--- src/rwtm_pkg.sv ---
// rwtm_pkg: shared types and constants of the rssi window trimmed-mean filter
// used by rwtm_ctrl, rwtm_dpath and rssi_window_trimmed_mean
// no dependencies
package rwtm_pkg;

	// default geometry
	localparam int DEF_WINDOW   = 10;
	localparam int DEF_CHANNELS = 4;

	// field widths
	localparam int CH_FIELD_W = 2;
	localparam int SMP_W      = 8;
	localparam int LVL_W      = 10;
	localparam int MAG_CFG_W  = 7;
	localparam int HYS_W      = 7;
	localparam int Q_SHIFT    = 2;

	// trimmed window: ranks TRIM_LO .. TOP_N-1 of the descending sort are summed
	localparam int TOP_N   = 6;
	localparam int TRIM_LO = 2;

	// configuration port
	localparam int PADDR_W = 4;
	localparam int PDATA_W = 32;

	localparam logic signed [SMP_W-1:0] RST_ACCEPT_FLOOR  = -8'sd85;
	localparam logic [MAG_CFG_W-1:0]    RST_MIN_MAGNITUDE = 7'd10;
	localparam logic [HYS_W-1:0]        RST_HYSTERESIS_DB = 7'd2;

	typedef enum logic [1:0] {
		REG_ACCEPT_FLOOR  = 2'd0,
		REG_MIN_MAGNITUDE = 2'd1,
		REG_HYSTERESIS_DB = 2'd2
	} reg_idx_t;

	typedef struct packed {
		logic signed [SMP_W-1:0] accept_floor;
		logic [MAG_CFG_W-1:0]    min_magnitude;
		logic [HYS_W-1:0]        hysteresis_db;
	} cfg_t;

	// controller to datapath
	typedef struct packed {
		logic capture;
		logic check;
		logic scan_init;
		logic scan;
		logic sum;
		logic finish;
	} cmd_t;

	// datapath to controller
	typedef struct packed {
		logic complete;
		logic scan_last;
		logic out_free;
	} sts_t;

	typedef enum logic [5:0] {
		S_IDLE  = 6'b000001,
		S_CHECK = 6'b000010,
		S_SCAN  = 6'b000100,
		S_DRAIN = 6'b001000,
		S_SUM   = 6'b010000,
		S_DONE  = 6'b100000
	} state_t;

endpackage

--- src/rwtm_ctrl.sv ---
// rwtm_ctrl: sequencer of the trimmed-mean filter
// depends on rwtm_pkg; drives rwtm_dpath through cmd_t, watches sts_t
module rwtm_ctrl
	import rwtm_pkg::*;
(
	input  logic clk,
	input  logic arst_n,
	input  logic sample_valid,
	output logic sample_ready,
	output cmd_t cmd,
	input  sts_t sts
);

	state_t state_q, state_d;

	always_ff @(posedge clk or negedge arst_n) begin
		if (!arst_n) begin
			state_q <= S_IDLE;
		end else begin
			state_q <= state_d;
		end
	end

	always_comb begin
		state_d      = state_q;
		cmd          = '0;
		sample_ready = 1'b0;
		unique case (state_q)
			S_IDLE: begin
				sample_ready = 1'b1;
				if (sample_valid) begin
					cmd.capture = 1'b1;
					state_d     = S_CHECK;
				end
			end
			S_CHECK: begin
				cmd.check = 1'b1;
				if (sts.complete) begin
					cmd.scan_init = 1'b1;
					state_d       = S_SCAN;
				end else begin
					state_d = S_IDLE;
				end
			end
			S_SCAN: begin
				cmd.scan = 1'b1;
				if (sts.scan_last) begin
					state_d = S_DRAIN;
				end
			end
			S_DRAIN: begin
				state_d = S_SUM;
			end
			S_SUM: begin
				cmd.sum = 1'b1;
				state_d = S_DONE;
			end
			S_DONE: begin
				if (sts.out_free) begin
					cmd.finish = 1'b1;
					state_d    = S_IDLE;
				end
			end
			default: begin
				state_d = S_IDLE;
			end
		endcase
	end

endmodule

--- src/rwtm_dpath.sv ---
// rwtm_dpath: window memory, per-channel state, top-six insertion list, result register
// depends on rwtm_pkg; sequenced by rwtm_ctrl
module rwtm_dpath
	import rwtm_pkg::*;
#(
	parameter int WINDOW   = DEF_WINDOW,
	parameter int CHANNELS = DEF_CHANNELS
) (
	input  logic                     clk,
	input  logic                     arst_n,
	input  cfg_t                     cfg,
	input  cmd_t                     cmd,
	output sts_t                     sts,
	input  logic [CH_FIELD_W-1:0]    channel,
	input  logic signed [SMP_W-1:0]  sample,
	output logic                     result_valid,
	input  logic                     result_ready,
	output logic [CH_FIELD_W-1:0]    channel_res,
	output logic signed [LVL_W-1:0]  level_q2,
	output logic                     updated,
	output logic                     first
);

	localparam int DEPTH = CHANNELS * WINDOW;
	localparam int AW    = $clog2(DEPTH);
	localparam int IDX_W = $clog2(WINDOW);
	localparam int CH_W  = (CHANNELS > 1) ? $clog2(CHANNELS) : 1;
	localparam int DIF_W = LVL_W + 1;

	// captured item
	logic [CH_FIELD_W-1:0]   ch_q;
	logic signed [SMP_W-1:0] sample_q;

	// per-channel state
	logic [IDX_W-1:0]        fill_q [CHANNELS];
	logic [CHANNELS-1:0]     first_pend_q;
	logic signed [LVL_W-1:0] held_q [CHANNELS];

	// window memory
	logic signed [SMP_W-1:0] mem [DEPTH];
	logic signed [SMP_W-1:0] rd_data_s1;
	logic                    rd_vld_s1;
	logic [IDX_W-1:0]        rd_idx_q;

	// descending list of the largest entries seen in the scan
	logic signed [SMP_W-1:0] top_q [TOP_N];
	logic [TOP_N-1:0]        top_vld_q;
	logic signed [SMP_W-1:0] top_d [TOP_N];
	logic [TOP_N-1:0]        top_vld_d;
	logic [TOP_N-1:0]        take;

	logic signed [LVL_W-1:0] sum_q;
	logic                    out_valid_q;

	logic [CH_W-1:0]         ch_idx;
	logic                    ch_ok;
	logic [SMP_W-1:0]        mag;
	logic                    pass;
	logic [IDX_W:0]          fill_inc;
	logic                    complete;
	logic [AW-1:0]           base;
	logic [AW-1:0]           wr_addr;
	logic [AW-1:0]           rd_addr;
	logic                    wr_en;
	logic signed [LVL_W-1:0] trim_sum;
	logic signed [DIF_W-1:0] diff;
	logic [DIF_W-1:0]        diff_mag;
	logic                    take_new;

	assign ch_idx   = CH_W'(ch_q);
	assign ch_ok    = 32'(ch_q) < CHANNELS;
	assign mag      = sample_q[SMP_W-1] ? SMP_W'(-sample_q) : SMP_W'(sample_q);
	assign pass     = (mag > {1'b0, cfg.min_magnitude}) && (sample_q >= cfg.accept_floor);
	assign fill_inc = (IDX_W+1)'(fill_q[ch_idx]) + (IDX_W+1)'(1);
	assign complete = ch_ok && pass && (fill_inc == (IDX_W+1)'(WINDOW));
	assign base     = AW'(ch_idx) * AW'(WINDOW);
	assign wr_addr  = base + AW'(fill_q[ch_idx]);
	assign rd_addr  = base + AW'(rd_idx_q);
	assign wr_en    = cmd.check && ch_ok && pass;

	assign sts.complete  = complete;
	assign sts.scan_last = rd_idx_q == IDX_W'(WINDOW - 1);
	assign sts.out_free  = !out_valid_q || result_ready;

	// insertion of the read entry into the sorted list
	always_comb begin
		for (int i = 0; i < TOP_N; i++) begin
			take[i] = !top_vld_q[i] || (rd_data_s1 > top_q[i]);
		end
		top_d[0]     = take[0] ? rd_data_s1 : top_q[0];
		top_vld_d[0] = 1'b1;
		for (int i = 1; i < TOP_N; i++) begin
			if (!take[i]) begin
				top_d[i] = top_q[i];
			end else if (take[i-1]) begin
				top_d[i] = top_q[i-1];
			end else begin
				top_d[i] = rd_data_s1;
			end
			top_vld_d[i] = top_vld_q[i] || top_vld_q[i-1];
		end
	end

	always_comb begin
		trim_sum = '0;
		for (int i = TRIM_LO; i < TOP_N; i++) begin
			trim_sum = trim_sum + LVL_W'(top_q[i]);
		end
	end

	assign diff     = DIF_W'(sum_q) - DIF_W'(held_q[ch_idx]);
	assign diff_mag = diff[DIF_W-1] ? DIF_W'(-diff) : DIF_W'(diff);
	assign take_new = first_pend_q[ch_idx] ||
		(diff_mag > DIF_W'({cfg.hysteresis_db, {Q_SHIFT{1'b0}}}));

	always_ff @(posedge clk) begin
		if (cmd.capture) begin
			ch_q     <= channel;
			sample_q <= sample;
		end
		if (wr_en) begin
			mem[wr_addr] <= sample_q;
		end
		rd_data_s1 <= mem[rd_addr];
		if (rd_vld_s1) begin
			for (int i = 0; i < TOP_N; i++) begin
				top_q[i] <= top_d[i];
			end
		end
		if (cmd.sum) begin
			sum_q <= trim_sum;
		end
		if (cmd.finish) begin
			channel_res <= ch_q;
			level_q2    <= take_new ? sum_q : held_q[ch_idx];
			updated     <= take_new;
			first       <= first_pend_q[ch_idx];
			if (take_new) begin
				held_q[ch_idx] <= sum_q;
			end
		end
	end

	always_ff @(posedge clk or negedge arst_n) begin
		if (!arst_n) begin
			for (int c = 0; c < CHANNELS; c++) begin
				fill_q[c] <= '0;
			end
			first_pend_q <= '1;
			rd_vld_s1    <= 1'b0;
			rd_idx_q     <= '0;
			top_vld_q    <= '0;
			out_valid_q  <= 1'b0;
		end else begin
			rd_vld_s1 <= cmd.scan;
			if (wr_en) begin
				fill_q[ch_idx] <= complete ? '0 : fill_inc[IDX_W-1:0];
			end
			if (cmd.scan_init) begin
				rd_idx_q  <= '0;
				top_vld_q <= '0;
			end else begin
				if (cmd.scan) begin
					rd_idx_q <= rd_idx_q + IDX_W'(1);
				end
				if (rd_vld_s1) begin
					top_vld_q <= top_vld_d;
				end
			end
			if (cmd.finish) begin
				out_valid_q          <= 1'b1;
				first_pend_q[ch_idx] <= 1'b0;
			end else if (result_ready) begin
				out_valid_q <= 1'b0;
			end
		end
	end

	assign result_valid = out_valid_q;

`ifndef NO_ASSERTIONS
	a_no_overwrite: assert property (@(posedge clk) disable iff (!arst_n)
		cmd.finish |-> (!out_valid_q || result_ready))
		else $error("result register reloaded while an item still waits");
	a_list_full: assert property (@(posedge clk) disable iff (!arst_n)
		cmd.sum |-> (&top_vld_q))
		else $error("trimmed sum taken before the sorted list is full");
	a_fill_range: assert property (@(posedge clk) disable iff (!arst_n)
		(cmd.check && ch_ok) |-> (32'(fill_q[ch_idx]) < WINDOW))
		else $error("fill count reached the window size");
	a_scan_len: assert property (@(posedge clk) disable iff (!arst_n)
		(cmd.scan && sts.scan_last) |=> (!cmd.scan && rd_vld_s1))
		else $error("window scan ran past its last entry");
`endif

endmodule

--- src/rssi_window_trimmed_mean.sv ---
// rssi_window_trimmed_mean: top level with the configuration registers
// depends on rwtm_pkg, rwtm_ctrl and rwtm_dpath
//
// Per-channel trimmed-mean RSSI filter. Each item carries a beacon channel and a
// signed sample in dB; the sample enters the channel's window only when its
// magnitude exceeds min_magnitude and it is not below accept_floor, and a
// channel index at or above CHANNELS is dropped. When a window holds WINDOW
// samples it is read back one entry per cycle from a single window memory
// (CHANNELS*WINDOW entries) into a six-deep descending insertion list, and the
// 3rd to 6th largest values are summed into a level in quarter-dB. The first
// result of a channel is passed through with first=1; later results replace the
// held level only when they differ from it by more than 4*hysteresis_db,
// otherwise the held level is repeated with updated=0. An item that does not
// complete a window is only captured and checked; one that does has its window
// scanned through the one read port of the window memory, then drained and
// summed into a level. The result sits in an output register, so a new
// item is accepted while the previous result still waits; the result of a
// completing item holds the block only while that register is still full.
// The window memory needs no clearing pass after reset; entries are read only
// after they have been written. Configuration registers (APB, 32-bit data):
// 0x0 accept_floor (8 bits signed, reset -85), 0x4 min_magnitude (7 bits,
// reset 10), 0x8 hysteresis_db (7 bits, reset 2); write them only while idle.
module rssi_window_trimmed_mean
	import rwtm_pkg::*;
#(
	parameter int WINDOW   = DEF_WINDOW,
	parameter int CHANNELS = DEF_CHANNELS
) (
	input  logic                    clk,
	input  logic                    arst_n,
	// configuration port
	input  logic                    psel,
	input  logic                    penable,
	input  logic                    pwrite,
	input  logic [PADDR_W-1:0]      paddr,
	input  logic [PDATA_W-1:0]      pwdata,
	output logic [PDATA_W-1:0]      prdata,
	output logic                    pready,
	// sample channel
	input  logic                    sample_valid,
	output logic                    sample_ready,
	input  logic [CH_FIELD_W-1:0]   channel,
	input  logic signed [SMP_W-1:0] sample,
	// result channel
	output logic                    result_valid,
	input  logic                    result_ready,
	output logic [CH_FIELD_W-1:0]   channel_res,
	output logic signed [LVL_W-1:0] level_q2,
	output logic                    updated,
	output logic                    first
);

	cfg_t     cfg_q;
	cmd_t     cmd;
	sts_t     sts;
	reg_idx_t reg_sel;
	logic     wr_strobe;

	assign pready    = 1'b1;
	// word address selects the register, byte offset ignored
	assign reg_sel   = reg_idx_t'(paddr[PADDR_W-1:2]);
	assign wr_strobe = psel && penable && pwrite;

	// configuration registers
	always_ff @(posedge clk or negedge arst_n) begin
		if (!arst_n) begin
			cfg_q.accept_floor  <= RST_ACCEPT_FLOOR;
			cfg_q.min_magnitude <= RST_MIN_MAGNITUDE;
			cfg_q.hysteresis_db <= RST_HYSTERESIS_DB;
		end else if (wr_strobe) begin
			unique case (reg_sel)
				REG_ACCEPT_FLOOR:  cfg_q.accept_floor  <= pwdata[SMP_W-1:0];
				REG_MIN_MAGNITUDE: cfg_q.min_magnitude <= pwdata[MAG_CFG_W-1:0];
				REG_HYSTERESIS_DB: cfg_q.hysteresis_db <= pwdata[HYS_W-1:0];
				default: ;
			endcase
		end
	end

	// read-back, floor sign-extended
	always_comb begin
		unique case (reg_sel)
			REG_ACCEPT_FLOOR:  prdata = PDATA_W'(cfg_q.accept_floor);
			REG_MIN_MAGNITUDE: prdata = PDATA_W'(cfg_q.min_magnitude);
			REG_HYSTERESIS_DB: prdata = PDATA_W'(cfg_q.hysteresis_db);
			default:           prdata = '0;
		endcase
	end

	rwtm_ctrl u_ctrl (
		.clk          (clk),
		.arst_n       (arst_n),
		.sample_valid (sample_valid),
		.sample_ready (sample_ready),
		.cmd          (cmd),
		.sts          (sts)
	);

	rwtm_dpath #(
		.WINDOW   (WINDOW),
		.CHANNELS (CHANNELS)
	) u_dpath (
		.clk          (clk),
		.arst_n       (arst_n),
		.cfg          (cfg_q),
		.cmd          (cmd),
		.sts          (sts),
		.channel      (channel),
		.sample       (sample),
		.result_valid (result_valid),
		.result_ready (result_ready),
		.channel_res  (channel_res),
		.level_q2     (level_q2),
		.updated      (updated),
		.first        (first)
	);

endmodule

--- config.mk ---
export PLATFORM = sky130hd
export DESIGN_NAME = rssi_window_trimmed_mean
export DESIGN_NICKNAME = d
export VERILOG_FILES = /design/src/rwtm_pkg.sv /design/src/rwtm_ctrl.sv /design/src/rwtm_dpath.sv /design/src/rssi_window_trimmed_mean.sv
export SDC_FILE = /design/constraint.sdc
export NUM_CORES = 1
export LEC_CHECK = 0
export BUFFER_PORTS_ARGS = -buffer_cell sky130_fd_sc_hd__buf_2
export CORE_MARGIN = 4
export CORE_UTILIZATION = 45
export CTS_CLUSTER_DIAMETER = 60
export DETAILED_ROUTE_END_ITERATION = 10
export HOLD_SLACK_MARGIN = 0.03
export PLACE_DENSITY_LB_ADDON = 0.2
export SETUP_SLACK_MARGIN = 0.1
export SKIP_CTS_REPAIR_TIMING = 1
export SLEW_MARGIN = 30
export SYNTH_ARGS = -nofsm -noshare
export SYNTH_HDL_FRONTEND = slang
export SYNTH_SLANG_ARGS = --single-unit
--- constraint.sdc ---
create_clock -name clk -period 6.7 [get_ports clk]
set_input_delay 0.67 -clock clk [delete_from_list [all_inputs] [get_ports clk]]
set_output_delay 0.67 -clock clk [all_outputs]
set_load 0.01 [all_outputs]
======== Word level (Yosys, flattened, before mapping) ========
Memory sizes are Yosys's and may differ from the RTL's. A register that Yosys moved wholly into a read port is not among the register bits.
Index checks and enable logic that the tools add are counted.
word-level totals
  register bits after elaboration ......... 94
  memories ................................ 3
  input port bits ......................... 53
  RAM bits ................................ 408
  output and inout port bits .............. 49
memory list
  memory          depth  width  read ports  clocked after Yosys merged registers in  write ports  line              RTL
  u_dpath.mem     40     8      1           1                                        1            rwtm_dpath.sv:40  logic signed [SMP_W-1:0] mem [DEPTH];
  u_dpath.top_q   6      8      6           0                                        6            rwtm_dpath.sv:46  logic signed [SMP_W-1:0] top_q [TOP_N];
  u_dpath.held_q  4      10     1           1                                        1            rwtm_dpath.sv:37  logic signed [LVL_W-1:0] held_q [CHANNELS];
cells by class
  equal/unequal tests ..................... 13
  order comparisons ....................... 13
  bitwise gates (word level) .............. 3
  multipliers ............................. 1
  mux-type cells .......................... 54
  reduce and logical (&&, ||, !) cells .... 35
  add/subtract/negate cells ............... 10
operators by type and width
  kind                                     count
  2-to-1 mux 8 bit                         12
  one-hot mux 32 bit (3 select lines)      1
  greater-than comparator 8 bit            6
  one-hot mux 6 bit (6 select lines)       1
  2-to-1 mux 6 bit                         5
  2-to-1 mux 4 bit                         6
  2-to-1 mux 1 bit                         19
  bitwise mux 16 bit                       1
  logical OR 1 bit                         13
  adder 6 x 4 -> 6 bit                     2
  greater-than comparator 11 x 9 -> 1 bit  1
  2-to-1 mux 11 bit                        1
  negation 11 bit                          1
  subtractor 10 x 10 -> 11 bit             1
  adder 10 x 8 -> 10 bit                   1
  adder 9 x 8 -> 10 bit                    1
  2-to-1 mux 10 bit                        1
  adder 8 x 8 -> 9 bit                     1
  binary-select mux 4 bit (select 2 bit)   1
  demux 4 bit (select 2 bit)               1
  greater-or-equal comparator 8 bit        1
  greater-than comparator 8 x 7 -> 1 bit   1
  negation 8 bit                           1
  logical AND 1 bit                        7
  30 further kinds                         43

======== Longest topological paths before layout ========
  depth in word-level cells ............... 12
  mapped depth ............................ 21
  gate-level depth less buffers ........... 19

======== Modules after synthesis ========
From an unflattened synthesis, not the netlist that was laid out.
unflattened totals
  cell total of the unflattened synthesis .. 1722
  area total of the unflattened synthesis .. 25187.9 µm²
by module, submodules not included
  module                    area an instance (µm²)  cells each  seq. area each (µm²)  times used
  rwtm_dpath                23541.3                 1578        14278.7               1
  rssi_window_trimmed_mean  1252.5                  100         560.5                 1
  rwtm_ctrl                 394.1                   44          151.4                 1

======== Worst setup path after synthesis ========
OpenSTA, ideal clock, no wires.
  kind .................................... flip-flop to flip-flop
  start point ............................. register with a tool-made name
  end point ............................... memory u_dpath.held_q[0][0], enable pin
  path slack .............................. 1073 ps
  path buffers ............................ 2
  data required time ...................... 6296 ps
  arrival ................................. 5223 ps
  cell stages (with the launch flop) ...... 22
  cell sequence ........................... dfxtp_1 > clkbuf_1 > mux4_2 > ha_1 > inv_1 > fa_1 > a21o_1 > a31oi_1 > a211oi_1 > a21oi_1 > nand2_1 > xnor2_1 > ha_1 > nor2b_1 > o211ai_1 > a21oi_1 > o21a_1 > nor2_1 > a31oi_1 > a2111oi_4 > buf_6 > nor4_1
RTL lines
  what       line
  to (decl)  rwtm_dpath.sv:37

==> metrics.md <==
| Metric | Value |
|---|---|
| Wire per inst | `22.12 um` |
| Unrepaired setup endpoints after global routing | `no` |
| Reg-to-Reg End | `u_dpath.level_q2[9]` |
| Number of port buffers | `74` |
| Initial antenna violation count | `0` |
| Largest net degree at the start of global routing | `61` |
| Internal power | `6.294 mW` |
| VDD IR max | `228.7 uV` |
| Worst Skew | `0.05284 ns` |
| Final min period | `5.672 ns` |
| Critical Path RT | `7.06 ns` |
| CTS tree | `done` |
| Worst reg-to-reg setup slack | `1.03 ns` |
| Root buffer cell | `clkbuf_16` |
| Area Growth Syn to Fin | `13.49%` |
| Cells after Synth | `1,489` |
| Filler cells | `4,219` |
| Worst Setup Path Type | `flop to flop` |
| Critical path fanouts, max | `10` |
| Yosys top cell area share | `55.89%` |
| Area of the multi-input gates | `0.008056 mm2` |
| Pwr Total | `8.723 mW` |
| Comb pwr share | `20.3%` |
| Nets | `1,766` |
| Highest Signal Layer | `met4` |
| Count of cell types in the netlist | `64` |
| Vias per inst | `5.532` |
| Status | `complete, no violations` |
| Final setup viols | `0` |
| Worst-margin pin slew | `0.9415 ns` |
| Count of final hold-check violations | `0` |
| Setup_tns | `0 ns` |
| First-pass GRT wire length | `79,810 um` |
| Area leader, netlist | `edfxtp_1` |
| Drt total wl | `51,260 um` |
| Avg Synthesized Cell Area | `15.95 um2` |
| CP startpoint kind | `flop` |
| N_diodes | `0` |
| RePlAce Congestion | `0.8217` |
| Die W | `237.7 um` |
| DRC violation total after the first TritonRoute iteration | `851` |
| Number of global-route vias before repair | `13,290` |
| I/O Pins | `102` |
| Worst Reg-to-Reg Cells | `19` |
| Synth top cells by count | `442 x edfxtp_1, 111 x mux4_2, 103 x ha_1` |
| Vias | `12,820` |
| Core ar. | `0.05182 mm2` |
| YS warnings | `0` |
| Initial Util | `45.82%` |
| Reg power frac | `43.6%` |
| Net Sw Frac | `27.85%` |
| Cell area after synthesis | `0.02375 mm2` |
| Post-DRT Antenna Nets | `0` |
| CTS Buf Count | `55` |
| Skew-Pair Late Insertion Delay | `0.64 ns` |
| Fin area | `0.02695 mm2` |
| Max-cap viol count | `0` |
| Layout Utilization | `52.01%` |
| Metal-1 WL | `23,020 um` |
| Cell area power density | `323.7 mW/mm2` |
| Met2 wire length | `24,700 um` |
| Hold Crit Class | `input port to asynchronous set/reset pin` |
| Post-synth EDFFs | `442` |
| DIE AREA | `0.05651 mm2` |
| Dpl hpwl | `34,450 um` |
| FP Rows | `83` |
| Worst-path clk slew | `0.06 ns` |
| Cells after DPL | `2,210` |
| First-pass DRT Iterations | `5` |
| Final Non-Filler Cells | `2,317` |
| Fmax | `0.1763 GHz` |
| Slew headroom | `36.94%` |
| Clk network pwr share | `36.2%` |
| #FFs+latches synth | `512` |
| GRT Residual Overflow | `0` |
| Synth async-reset ratio | `11.72%` |
| Period utilization | `84.66%` |
| Leakage power | `9.710 nW` |
| Register area | `0.01499 mm2` |
| Clock sink count | `512` |
| GRT Total Usage | `18.25%` |
| Synth area leaders | `edfxtp_1 56%, mux4_2 11%, ha_1 5.4%` |
| DRC Markers | `0` |
| Count of pins over their slew limit | `0` |
| Chip Height | `237.7 um` |
| Clock buffer depth | `3` |
| NetSw | `2.430 mW` |
| Prevailing post-synth register cell | `edfxtp_1` |
| Placed cell area | `0.02497 mm2` |
| Met3 wire len | `2231 um` |
| Sequential share of the synthesized area | `63.13%` |
| H-tree depth | `2` |
| CP endpoint kind | `flop` |
| Post-Synthesis Net Count | `1,665` |
| CP arrival | `6.04 ns` |
| Share of cells above drive strength 1 | `26.21%` |
| Min Hold Slack | `0.2027 ns` |
| Most common cell in the netlist | `edfxtp_1` |
| Final WS setup | `1.028 ns` |
| Place WS | `1.039 ns` |
cells by family (layout without fill, tap and decap cells):
kind of cell	Yosys count	count (layout)	synth area share (%)
xor+xnor	37	37	1.396
mux	203	203	14.87
compound gates	172	172	4.589
other cells	1	1	0.01579
simple gates	266	266	5.643
buf+inv	175	323	3.240
flops	512	512	63.13
fa+ha+maj	123	123	7.113
layout by cell type (no fill, tap or decap), types with 5 or more instances in the layout:
| cell | synthesis | layout |
|---|---|---|
| a211oi_1 | 17 | 17 |
| a21o_1 | 6 | 6 |
| a21oi_1 | 42 | 42 |
| a31oi_1 | 6 | 6 |
| and2_1 | 4 | 5 |
| buf_2 | 3 | 74 |
| buf_4 | 25 | 44 |
| bufinv_16 | 0 | 6 |
| clkbuf_1 | 37 | 12 |
| clkbuf_16 | 0 | 56 |
| clkbuf_8 | 0 | 9 |
| clkinv_2 | 0 | 11 |
| dfrtp_1 | 47 | 46 |
| dfstp_2 | 13 | 13 |
| dfxtp_1 | 10 | 10 |
| edfxtp_1 | 442 | 442 |
| fa_1 | 20 | 19 |
| ha_1 | 103 | 102 |
| inv_1 | 97 | 97 |
| mux2_2 | 69 | 69 |
| mux2_4 | 5 | 5 |
| mux2i_1 | 18 | 18 |
| mux4_2 | 111 | 111 |
| nand2_1 | 55 | 55 |
| nand2b_1 | 23 | 23 |
| nand3_1 | 15 | 15 |
| nand4_1 | 13 | 13 |
| nor2_1 | 66 | 66 |
| nor2b_1 | 29 | 29 |
| nor3_1 | 27 | 24 |
| o21a_1 | 9 | 9 |
| o21ai_0 | 59 | 59 |
| or3_1 | 10 | 10 |
| xnor2_1 | 27 | 26 |
| xor2_1 | 9 | 8 |
sequential cells by signal, summed over array words and instances, names as in the netlist, named ones only:
name / cells
cfg_q: 22
u_ctrl.state_q: 6
u_dpath.ch_idx: 2
u_dpath.channel_res: 2
u_dpath.fill_q: 16
u_dpath.first: 1
u_dpath.first_pend_q: 4
u_dpath.held_q: 40
u_dpath.level_q2: 10
u_dpath.mem: 320
u_dpath.rd_data_s1: 8
u_dpath.rd_idx_q: 4
u_dpath.rd_vld_s1: 1
u_dpath.result_valid: 1
u_dpath.sample_q: 8
u_dpath.sum_q: 10
u_dpath.top_q: 48
u_dpath.top_vld_q: 6
u_dpath.updated: 1
layout make-up:
class / instances / share of cell area [%]
timing repair buffer: 122 / 2.827
multi-input combinational: 802 / 29.89
tap: 680 / 3.157
clock buffer: 77 / 5.826
clock inverter: 27 / 1.309
sequential: 512 / 55.64
inverter: 97 / 1.351
worst max path at each step:
| stage | slack [ns] | cells past startpoint | end |
|---|---|---|---|
| floorplan | 1.07 | 21 | u_dpath.held_q[0][0] |
| global placement | 1.11 | 19 | u_dpath.level_q2[9] |
| detailed placement | 1.04 | 21 | u_dpath.held_q[2][1] |
| CTS | 1.0 | 21 | u_dpath.held_q[2][0] |
| global route | 0.56 | 20 | u_dpath.held_q[2][0] |
| finish | 1.03 | 19 | u_dpath.level_q2[9] |
routing by layer:
layer | track usage [%] | vias to the layer above
met5 | 0 | -
met4 | 5.343 | 0
met3 | 2.993 | 72
met2 | 29.58 | 267
met1 | 25.77 | 6581
li1 | - | 5898
power groups by stage:
stage / Sequential (mW) / Clock, mW / Combinational (mW)
finish: 3.80 / 3.15 / 1.77
global route: 3.82 / 3.36 / 1.97
CTS: 3.82 / 3.22 / 1.75
detailed placement: 3.88 / 0 / 1.74
global placement: 3.88 / 0 / 1.69
floorplan: 3.84 / 0 / 1.24
critical path, stage by stage (launching register included):
cell,delay [ns]
dfxtp_1,0.65
buf_4,0.24
mux4_2,0.53
inv_1,0.11
ha_1,0.32
a21o_2,0.27
a31oi_1,0.20
a211oi_1,0.16
a21oi_1,0.52
o31ai_1,0.18
xnor2_1,0.17
ha_1,0.32
a211oi_1,0.26
a21oi_1,0.10
o21a_1,0.17
nor2_1,0.10
a31oi_1,0.09
a2111oi_4,0.38
buf_4,0.29
mux2_2,0.35
Note: power is estimated with default switching activity, not from simulation.
